### src/rtl/core/hnts_pkg.sv
package hnts_pkg;

    // Default depth of the held-note stack.
    localparam int HELD_DEPTH = 16;

    // Field widths fixed by the event format.
    localparam int NOTE_W   = 7;
    localparam int OP_W     = 2;
    localparam int ACTION_W = 3;
    localparam int XPOSE_W  = 8;
    localparam int COUNT_W  = 5;

    // Velocity above this value marks a direct-mode note as accented.
    localparam logic [NOTE_W-1:0] ACCENT_THRESHOLD = 7'd100;

    // Reset value of the root note.
    localparam logic [NOTE_W-1:0] ROOT_RESET = 7'd36;

    // Event kinds.
    localparam logic [OP_W-1:0] OP_NOTE_ON  = 2'd0;
    localparam logic [OP_W-1:0] OP_NOTE_OFF = 2'd1;
    localparam logic [OP_W-1:0] OP_ALL_OFF  = 2'd2;
    localparam logic [OP_W-1:0] OP_UNUSED   = 2'd3;

    // Result actions.
    localparam logic [ACTION_W-1:0] ACT_VOICE_ON        = 3'd0;
    localparam logic [ACTION_W-1:0] ACT_VOICE_OFF       = 3'd1;
    localparam logic [ACTION_W-1:0] ACT_TRANSPOSE       = 3'd2;
    localparam logic [ACTION_W-1:0] ACT_TRANSPOSE_START = 3'd3;
    localparam logic [ACTION_W-1:0] ACT_STOP            = 3'd4;

    // Configuration register indexes.
    localparam logic CFG_PATTERN_MODE = 1'b0;
    localparam logic CFG_ROOT_NOTE    = 1'b1;

    // One input event.
    typedef struct packed {
        logic [OP_W-1:0]   op;
        logic [NOTE_W-1:0] note;
        logic [NOTE_W-1:0] velocity;
    } in_item_t;

    // One result.
    typedef struct packed {
        logic [ACTION_W-1:0]       action;
        logic signed [XPOSE_W-1:0] transpose;
        logic [NOTE_W-1:0]         voice_note;
        logic                      accent;
        logic [COUNT_W-1:0]        held_count;
    } out_item_t;

endpackage

### src/rtl/core/held_note_transpose_stack_core.sv
// Note-on, all-notes-off, direct-mode events and unmatched-free paths: the item is
// accepted, executed in the EXEC state, staged in a result register and moved to
// the output register in the EMIT state once the output is free. Pattern-mode
// note-off: a pipelined scan of the held stack, a compaction walk and a top-of-stack read.
// One item is in work at a time; the stack memory's single read port sets the pace.
// Synchronous active-low reset clears the note count, mode (direct) and root note (36).
module held_note_transpose_stack_core
    import hnts_pkg::*;
#(
    parameter int MAX_HELD = HELD_DEPTH
) (
    input  logic              aclk,
    input  logic              aresetn,
    input  logic              s_valid,
    output logic              s_ready,
    input  in_item_t          s_data,
    output logic              m_valid,
    input  logic              m_ready,
    output out_item_t         m_data,
    input  logic              cfg_we,
    input  logic              cfg_index,
    input  logic [NOTE_W-1:0] cfg_wdata
);

    localparam int AW = (MAX_HELD > 1) ? $clog2(MAX_HELD) : 1;
    localparam int CW = $clog2(MAX_HELD + 1);

    localparam logic [2:0] ST_IDLE   = 3'd0;
    localparam logic [2:0] ST_EXEC   = 3'd1;
    localparam logic [2:0] ST_SCAN   = 3'd2;
    localparam logic [2:0] ST_SHIFT  = 3'd3;
    localparam logic [2:0] ST_TOPRD  = 3'd4;
    localparam logic [2:0] ST_TOPRES = 3'd5;
    localparam logic [2:0] ST_EMIT   = 3'd6;

    logic [2:0]        state_reg, state_next;
    logic [CW-1:0]     total_reg, total_next;
    logic [CW-1:0]     ptr_reg, ptr_next;
    logic [CW-1:0]     idx_reg, idx_next;
    logic              vld_reg, vld_next;
    logic              mode_reg;
    logic [NOTE_W-1:0] root_reg;
    logic [OP_W-1:0]   op_reg;
    logic [NOTE_W-1:0] note_reg;
    logic [NOTE_W-1:0] vel_reg;
    out_item_t         res_reg, res_next;
    out_item_t         m_data_reg;
    out_item_t         m_load_data;
    logic              m_valid_reg;
    logic              m_load;

    logic              mem_we;
    logic [AW-1:0]     mem_waddr;
    logic [NOTE_W-1:0] mem_wdata;
    logic [AW-1:0]     mem_raddr;
    logic [NOTE_W-1:0] rd_data;

    logic [NOTE_W-1:0]         alu_a, alu_b;
    logic signed [XPOSE_W-1:0] alu_diff;
    logic                      alu_eq;

    logic [CW-1:0] total_dec;
    logic [CW-1:0] ptr_inc;
    logic [CW-1:0] idx_inc;
    logic          s_accept;

    assign total_dec = total_reg - 1'b1;
    assign ptr_inc   = ptr_reg + 1'b1;
    assign idx_inc   = idx_reg + 1'b1;
    assign s_ready   = (state_reg == ST_IDLE);
    assign s_accept  = s_valid && s_ready;
    assign m_valid   = m_valid_reg;
    assign m_data    = m_data_reg;

    hnts_mem #(
        .DEPTH (MAX_HELD),
        .AW    (AW)
    ) u_mem (
        .aclk  (aclk),
        .we    (mem_we),
        .waddr (mem_waddr),
        .wdata (mem_wdata),
        .raddr (mem_raddr),
        .rdata (rd_data)
    );

    hnts_alu u_alu (
        .a    (alu_a),
        .b    (alu_b),
        .diff (alu_diff),
        .eq   (alu_eq)
    );

    // Sequencer: dispatch, scan, compaction and top-of-stack read.
    always_comb begin
        state_next = state_reg;
        total_next = total_reg;
        ptr_next   = ptr_reg;
        idx_next   = idx_reg;
        vld_next   = 1'b0;
        res_next   = res_reg;
        mem_we     = 1'b0;
        mem_waddr  = idx_reg[AW-1:0];
        mem_wdata  = rd_data;
        mem_raddr  = '0;
        alu_a      = note_reg;
        alu_b      = root_reg;
        m_load     = 1'b0;
        case (state_reg)
            ST_IDLE: begin
                if (s_accept && (s_data.op != OP_UNUSED)) begin
                    state_next = ST_EXEC;
                end
            end
            ST_EXEC: begin
                res_next   = '0;
                state_next = ST_EMIT;
                case (op_reg)
                    OP_NOTE_ON: begin
                        if (!mode_reg) begin
                            res_next.action     = ACT_VOICE_ON;
                            res_next.voice_note = note_reg;
                            res_next.accent     = (vel_reg > ACCENT_THRESHOLD);
                        end else begin
                            res_next.action    = (total_reg == '0) ? ACT_TRANSPOSE_START
                                                                   : ACT_TRANSPOSE;
                            res_next.transpose = alu_diff;
                            if (total_reg < CW'(MAX_HELD)) begin
                                mem_we     = 1'b1;
                                mem_waddr  = total_reg[AW-1:0];
                                mem_wdata  = note_reg;
                                total_next = total_reg + 1'b1;
                            end
                        end
                    end
                    OP_NOTE_OFF: begin
                        if (!mode_reg) begin
                            res_next.action = ACT_VOICE_OFF;
                        end else if (total_reg == '0) begin
                            res_next.action = ACT_STOP;
                        end else begin
                            ptr_next   = '0;
                            state_next = ST_SCAN;
                        end
                    end
                    OP_ALL_OFF: begin
                        total_next      = '0;
                        res_next.action = mode_reg ? ACT_STOP : ACT_VOICE_OFF;
                    end
                    default: begin
                        state_next = ST_IDLE;
                    end
                endcase
            end
            ST_SCAN: begin
                // Issue the next read while the previous entry is compared.
                alu_a = rd_data;
                alu_b = note_reg;
                if (ptr_reg < total_reg) begin
                    mem_raddr = ptr_reg[AW-1:0];
                    vld_next  = 1'b1;
                    idx_next  = ptr_reg;
                    ptr_next  = ptr_inc;
                end
                if (vld_reg) begin
                    if (alu_eq) begin
                        total_next = total_dec;
                        idx_next   = idx_reg;
                        vld_next   = 1'b0;
                        state_next = (idx_reg == total_dec) ? ST_TOPRD : ST_SHIFT;
                    end else if (idx_reg == total_dec) begin
                        state_next = ST_TOPRD;
                    end
                end
            end
            ST_SHIFT: begin
                // Move the entry above down by one and fetch the next one.
                mem_we    = 1'b1;
                mem_waddr = idx_reg[AW-1:0];
                mem_wdata = rd_data;
                if (idx_reg == total_dec) begin
                    state_next = ST_TOPRD;
                end else begin
                    idx_next  = idx_inc;
                    mem_raddr = ptr_reg[AW-1:0];
                    ptr_next  = ptr_inc;
                end
            end
            ST_TOPRD: begin
                res_next = '0;
                if (total_reg == '0) begin
                    res_next.action = ACT_STOP;
                    state_next      = ST_EMIT;
                end else begin
                    mem_raddr  = total_dec[AW-1:0];
                    state_next = ST_TOPRES;
                end
            end
            ST_TOPRES: begin
                alu_a              = rd_data;
                res_next           = '0;
                res_next.action    = ACT_TRANSPOSE;
                res_next.transpose = alu_diff;
                state_next         = ST_EMIT;
            end
            ST_EMIT: begin
                if (!m_valid_reg || m_ready) begin
                    m_load     = 1'b1;
                    state_next = ST_IDLE;
                end
            end
            default: begin
                state_next = ST_IDLE;
            end
        endcase
    end

    // Result as loaded into the output register, with the count after the event.
    always_comb begin
        m_load_data            = res_reg;
        m_load_data.held_count = COUNT_W'(total_reg);
    end

    // Control state.
    always_ff @(posedge aclk) begin
        if (!aresetn) begin
            state_reg   <= ST_IDLE;
            total_reg   <= '0;
            vld_reg     <= 1'b0;
            m_valid_reg <= 1'b0;
        end else begin
            state_reg <= state_next;
            total_reg <= total_next;
            vld_reg   <= vld_next;
            if (m_load) begin
                m_valid_reg <= 1'b1;
            end else if (m_ready) begin
                m_valid_reg <= 1'b0;
            end
        end
    end

    // Configuration registers.
    always_ff @(posedge aclk) begin
        if (!aresetn) begin
            mode_reg <= 1'b0;
            root_reg <= ROOT_RESET;
        end else if (cfg_we) begin
            case (cfg_index)
                CFG_PATTERN_MODE: mode_reg <= cfg_wdata[0];
                CFG_ROOT_NOTE:    root_reg <= cfg_wdata;
                default:          mode_reg <= mode_reg;
            endcase
        end
    end

    // Payload registers: latched item, walk pointers, staged and output results.
    always_ff @(posedge aclk) begin
        if (s_accept) begin
            op_reg   <= s_data.op;
            note_reg <= s_data.note;
            vel_reg  <= s_data.velocity;
        end
        ptr_reg <= ptr_next;
        idx_reg <= idx_next;
        res_reg <= res_next;
        if (m_load) begin
            m_data_reg <= m_load_data;
        end
    end

    // The stack count never passes its depth.
    assert property (@(posedge aclk) disable iff (!aresetn)
        total_reg <= CW'(MAX_HELD))
        else $error("held note count exceeds stack depth");

    // A compaction write stays inside the held part of the stack.
    assert property (@(posedge aclk) disable iff (!aresetn)
        (state_reg == ST_SHIFT) |-> (idx_reg < total_reg))
        else $error("compaction write beyond held notes");

    // An accepted event with a result keeps the input closed next cycle.
    assert property (@(posedge aclk) disable iff (!aresetn)
        (s_accept && (s_data.op != OP_UNUSED)) |=> !s_ready)
        else $error("input reopened before event finished");

    // A staged result that finds the output free is presented next cycle.
    assert property (@(posedge aclk) disable iff (!aresetn)
        ((state_reg == ST_EMIT) && (!m_valid_reg || m_ready)) |=> (m_valid && s_ready))
        else $error("staged result not presented");

endmodule

### src/rtl/core/hnts_alu.sv
module hnts_alu
    import hnts_pkg::*;
(
    input  logic [NOTE_W-1:0]         a,
    input  logic [NOTE_W-1:0]         b,
    output logic signed [XPOSE_W-1:0] diff,
    output logic                      eq
);

    // Shared unit: note match compare and transpose subtraction.
    assign diff = $signed({1'b0, a} - {1'b0, b});
    assign eq   = (a == b);

endmodule

### src/rtl/core/hnts_mem.sv
module hnts_mem
    import hnts_pkg::*;
#(
    parameter int DEPTH = HELD_DEPTH,
    parameter int AW    = (DEPTH > 1) ? $clog2(DEPTH) : 1
) (
    input  logic              aclk,
    input  logic              we,
    input  logic [AW-1:0]     waddr,
    input  logic [NOTE_W-1:0] wdata,
    input  logic [AW-1:0]     raddr,
    output logic [NOTE_W-1:0] rdata
);

    logic [NOTE_W-1:0] mem [DEPTH];
    logic [NOTE_W-1:0] rdata_reg;

    // Single write port.
    always_ff @(posedge aclk) begin
        if (we) begin
            mem[waddr] <= wdata;
        end
    end

    // Registered read port, read every cycle.
    always_ff @(posedge aclk) begin
        rdata_reg <= mem[raddr];
    end

    assign rdata = rdata_reg;

endmodule
### config.mk
export PLATFORM = sky130hd
export DESIGN_NAME = held_note_transpose_stack_core
export DESIGN_NICKNAME = d
export VERILOG_FILES = /design/src/rtl/core/hnts_pkg.sv /design/src/rtl/core/held_note_transpose_stack_core.sv /design/src/rtl/core/hnts_alu.sv /design/src/rtl/core/hnts_mem.sv
export SDC_FILE = /design/constraint.sdc
export NUM_CORES = 1
export LEC_CHECK = 0
export BUFFER_PORTS_ARGS = -buffer_cell sky130_fd_sc_hd__buf_2
export CAP_MARGIN = 20
export CORE_MARGIN = 2
export CORE_UTILIZATION = 53
export CTS_CLUSTER_SIZE = 16
export DETAILED_ROUTE_END_ITERATION = 12
export PLACE_DENSITY = 0.71
export SETUP_SLACK_MARGIN = 0.3
export SLEW_MARGIN = 0
export SYNTH_ARGS = -nofsm -noshare
export SYNTH_HDL_FRONTEND = slang
export SYNTH_SLANG_ARGS = --single-unit
### constraint.sdc
create_clock -name aclk -period 4.4 [get_ports aclk]
set_input_delay 1.1 -clock aclk [delete_from_list [all_inputs] [get_ports aclk]]
set_output_delay 1.1 -clock aclk [all_outputs]
set_load 0.02 [all_outputs]
## Yosys cells after proc, flatten, opt, wreduce, memory -nomap -nowiden

Memory sizes are Yosys's and may differ from the RTL's. A register that Yosys moved wholly into a read port is not among the register bits.
Cells that the tools add are included.

- Output and inout bits: 26
- Flip-flop bits (word level): 87
- Memory bits (writable): 112
- Logic and storage cells: 140
- Memories: 1

- Bitwise operators: 1
- Reductions and logical operators: 21
- Multiplexer cells: 65
- Equality and inequality tests: 24
- $lt $le $gt $ge: 3
- $add $sub $neg: 5

Memories:

| memory | words | width | rd ports | clocked after Yosys merged registers in | wr ports | RTL line | text |
|---|---|---|---|---|---|---|---|
| u_mem.mem | 16 | 7 | 1 | 1 | 1 | hnts_mem.sv:15 | `logic [NOTE_W-1:0] mem [DEPTH];` |

Operators by type and width:

| cell | count |
|---|---|
| case mux 24 bit (3 select lines) | 1 |
| 2-to-1 mux 5 bit | 13 |
| 2-to-1 mux 7 bit | 6 |
| 2-to-1 mux 3 bit | 11 |
| case mux 5 bit (2 select lines) | 3 |
| 2-to-1 mux 4 bit | 7 |
| case mux 3 bit (7 select lines) | 1 |
| inequality test 2 bit (second input constant) | 9 |
| 2-to-1 mux 16 bit | 1 |
| 2-to-1 mux 8 bit | 2 |
| adder 5 x 1 -> 5 bit (second input constant) | 3 |
| case mux 5 bit (3 select lines) | 1 |
| 2-to-1 mux 1 bit | 13 |
| inequality test 3 bit (second input constant) | 4 |
| case mux 4 bit (3 select lines) | 1 |
| AND reduction 6 bit | 2 |
| == test 3 bit (second input constant) | 3 |
| case mux 3 bit (3 select lines) | 1 |
| subtractor 7 x 7 -> 8 bit | 1 |
| == test 7 bit | 1 |
| > comparator 7 bit (second input constant) | 1 |
| == test 3 x 2 -> 1 bit (second input constant) | 2 |
| case mux 3 bit (2 select lines) | 1 |
| AND reduction 2 bit | 3 |
| 21 further kinds | 28 |

## Logic depth before layout (Yosys ltp)

- Depth after elaboration: 7
- Gate-level depth with buffers: 15
- Mapped depth without buffers: 13

## Modules after synthesis

Synthesis repeated with hierarchy kept, for this count alone.

- Cells, all modules: 612
- Area, all modules: 9049.9 um^2

Modules (own cells, without submodules):

| module | cells an instance | times used | area each (um^2) | seq. area each (um^2) |
|---|---|---|---|---|
| hnts_mem | 203 | 1 | 4530.6 | 3503.4 |
| held_note_transpose_stack_core | 370 | 1 | 4222.8 | 2432.3 |
| hnts_alu | 39 | 1 | 296.5 | 0.0 |

## Worst setup path after synthesis

Ideal clock, no wire load.

- Path kind: reg2reg
- Start: register total_reg[0]
- End: register u_mem.rdata_reg[0], in the netlist u_mem.rdata[0] (read register of u_mem.mem)
- Setup slack: 1111 ps
- Arrival time: 3155 ps
- Required time: 4266 ps
- Cell stages (with the launch flop): 16
- Clock period less this slack: 3289 ps
- Path through: dfxtp_1 clkbuf_1 inv_1 ha_1 nor3b_1 xnor2_1 o31ai_2 a21bo_1 buf_6 and2_4 buf_6 buf_6 buf_6 mux2i_1 o22ai_1 or4_1

- Word-level cells in the longest chain between the ends: 4
- Elaborated cells between the ends (all ways): 8
- Classes of those cells: 1 x add/sub; 1 x order compare; 1 x eq/ne; 4 x mux; 1 x reduce/logical

RTL lines:

| what | RTL line | text |
|---|---|---|
| from (decl) | held_note_transpose_stack_core.sv:37 | `logic [CW-1:0] total_reg, total_next;` |
| from (signal assigned) | held_note_transpose_stack_core.sv:233 | `total_reg <= total_next;` |
| subtractor 5 x 1 -> 5 bit | held_note_transpose_stack_core.sv:67 | `assign total_dec = total_reg - 1'b1;` |
| == test 5 bit | held_note_transpose_stack_core.sv:181 | `if (idx_reg == total_dec) begin` |
| 2-to-1 mux 4 bit | held_note_transpose_stack_core.sv:181 |  |
| case mux 4 bit (3 select lines) (*) | held_note_transpose_stack_core.sv:109 | `case (state_reg)` |
| to (decl) | hnts_mem.sv:16 | `logic [NOTE_W-1:0] rdata_reg;` |

Every way passes the cells marked *; elsewhere a longest branch is shown, timed or not.
A chain may end at the register's enable or synchronous reset.

## Worst setup path after layout

- Start: register total_reg[1]
- End: register u_mem.rdata_reg[6], in the netlist u_mem.rdata[6] (read register of u_mem.mem)

Same word-level chain as after synthesis.

==> results.py <==
metrics = {
    "floorplanning": {
        "die_w_um": 134,
        "die_h_um": 134,
        "core_area_mm2": 0.0166,
        "row_count": 47,
        "die-area_mm2": 0.0180,
        "ios": 55,
        "initial_core_util_pct": 54.1,
    },
    "placement": {
        "hpwl_mm": 13.3,
        "post-place-cells": 932,
        "gp_congestion": 0.899,
        "port_buffers": 54,
        "postPlaceCellArea_mm2": 0.00946,
    },
    "cts": {
        "hold_buffers": 0,
        "htree_num_levels": 1,
        "clkTransAtPathRegs_ns": 0.06,
        "cts_buffers": 22,
        "cts-root-buf": "clkbuf_16",
        "clk_path_buf_depth": 3,
        "post_cts_buffers": 0,
        "clk_latency_ns": 0.50,
        "clkSinkCount": 206,
        "ctsResizeCount": 0,
        "cts_tree": "built",
    },
    "global_route": {
        "grt.met3_usage_pct": 3.40,
        "grt_pass1_wl_mm": 30.3,
        "grt_max_degree": 29,
        "grtUsageMet1_pct": 29.7,
        "grt_overflow_total": 0,
        "busiest_layer": "met2",
        "grt_usage_pct": 21.8,
        "grtUsageMet2_pct": 36.7,
        "grt_antenna_before_repair": 2,
        "first_global_vias": 5591,
    },
    "setup_path": {
        "critPathCaptureType": "register",
        "critPathLaunchType": "register",
        "crit_arrival_ns": 4.15,
        "crit_required_ns": 4.76,
        "crit_type": "reg2reg",
        "r2r_cells": 11,
        "critPathMaxFanout": 28,
    },
    "routing": {
        "vias": 5626,
        "wl_mm": 18.9,
        "wl_per_cell_um": 19.4,
        "drt-initial-drc-count": 483,
        "drc": 0,
        "viasPerCell": 5.78,
        "final_antenna_net_count": 0,
        "drtPass1Iterations": 5,
    },
    "timing": {
        "fin_crit_sh_pct": 86.2,
        "finalSetupViolations": 0,
        "rsz0062_at_grt": "false",
        "hold_viol": 0,
        "fin_crit_ns": 3.79,
        "relSlewSlack_pct": 45.7,
        "skew_ns": 0.0149,
        "fmax_mhz": 264,
        "worst_slew_pin_slew_ns": 0.812,
        "fin_tns_setup_ns": 0,
        "drv_slew": 0,
    },
    "pwr": {
        "vdd_drop_max_v": 0.000481,
        "power_mw": 6.12,
        "powerDensity_mw_per_mm2": 600,
        "p_leak_nw": 3.87,
    },
    "yosys": {
        "syn_nets": 724,
        "yosys_warnings": 0,
        "synth_edf_count": 181,
        "synth-main-ff-cell": "edfxtp_1",
        "ys_types": 55,
        "yosysTopAreaCell": "edfxtp_1",
        "syn_inst": 679,
        "yosys.area.top_type_share_pct": 60.6,
        "syn_area_mm2": 0.00897,
        "async_flop_share_pct": 0,
        "synth_common_cells": "edfxtp_1 (181), nand2_1 (66), mux2i_1 (51)",
        "ys_top_cells_by_area": "edfxtp_1 (61%), mux2i_1 (5.7%), dfxtp_1 (5.6%)",
        "ys_seq_elements": 206,
        "seq_area_frac_synth_pct": 66.2,
        "synth_most_common_cell": "edfxtp_1",
        "synth_area_per_cell_um2": 13.2,
    },
    "finish": {
        "nFillCells": 1259,
        "utilization_pct": 61.5,
        "fin_nets": 782,
        "num_antenna_cells": 0,
        "final_area_mm2": 0.0102,
        "fin_cells": 973,
        "layout-drive-gt1-share_pct": 15.3,
        "largest_reg_flops": 112,
        "syn_to_final_growth_pct": 13.7,
    },
    "status": {
        "status": "finished, final reports clean",
    },
    "min_path": {
        "min_delay_path_depth": 0,
        "hp-class": "reg2reg",
    },
    "job": {
        "drv_cap": 0,
    },
}
[cell families (layout without fill, tap and decap cells)]
group,count (synthesis),in the layout,share of synthesized area [%]
compound gates,126,126,9.09
simple gates,214,214,11.6
fa+ha+maj,16,16,2.32
buf+inv,41,115,2.26
xor+xnor,19,19,2.16
mux,57,57,6.44
flops,206,206,66.2
[metrics by stage]
stage / hold WS, ns / worst slack (ns)
floorplan: 0.400 / 1.11
global placement: 0.402 / 0.680
detailed placement: 0.405 / 0.535
CTS: 0.420 / 0.495
global route: 0.418 / 0.365
finish: 0.419 / 0.608
[worst paths after layout]
path / startpoint / end / slack (ns)
worst min register to register: m_load_data[6]$_DFFE_PP_ / m_data[6]$_DFFE_PP_ / 0.42
worst min-delay path: m_load_data[6]$_DFFE_PP_ / m_data[6]$_DFFE_PP_ / 0.42
worst max-delay path: total_reg[1]$_SDFFE_PN0P_ / u_mem.rdata[6]$_DFF_P_ / 0.61
worst max register to register: total_reg[1]$_SDFFE_PN0P_ / u_mem.rdata[6]$_DFF_P_ / 0.61
[routing by layer]
metal	wire, um	part of all wire [%]
met4	437	2.3
met1	8190	43
met2	9190	49
met5	0	0
met3	1090	5.8
[report_power, final]
part	total [mW]	switching, mW	leakage, nW	internal, mW
Clock	1.85	0.748	0.362	1.10
Sequential	2.73	0.172	1.86	2.56
Combinational	1.54	0.956	1.65	0.582
[cell usage in the layout, fill, tap and decap left out, types with 20 or more instances in the layout]
cell       count
mux2i_1       51
clkbuf_16     23
o22ai_1       24
edfxtp_1     181
nor2_1        48
nand3_1       20
buf_2         55
a21oi_1       32
dfxtp_1       24
nand2_1       66
[cell type report]
class | count | area [um2] | share of cell area, %
multi-input combinational | 432 | 2850 | 27.9
timing repair buffer | 62 | 360 | 3.53
inverter | 13 | 48.8 | 0.478
tap | 220 | 275 | 2.70
clock inverter | 15 | 134 | 1.31
clock buffer | 25 | 603 | 5.91
sequential | 206 | 5940 | 58.2
[critical path, stage by stage, from the launching register on]
cell	delay, ns
dfxtp_1	0.50
inv_1	0.15
ha_1	0.29
nor3b_2	0.21
xnor2_1	0.18
o31ai_2	0.40
a21bo_1	0.33
and2_4	0.43
buf_12	0.27
mux2i_1	0.22
o22ai_1	0.10
or4_1	0.55
Power figures use the tool's default switching activity.
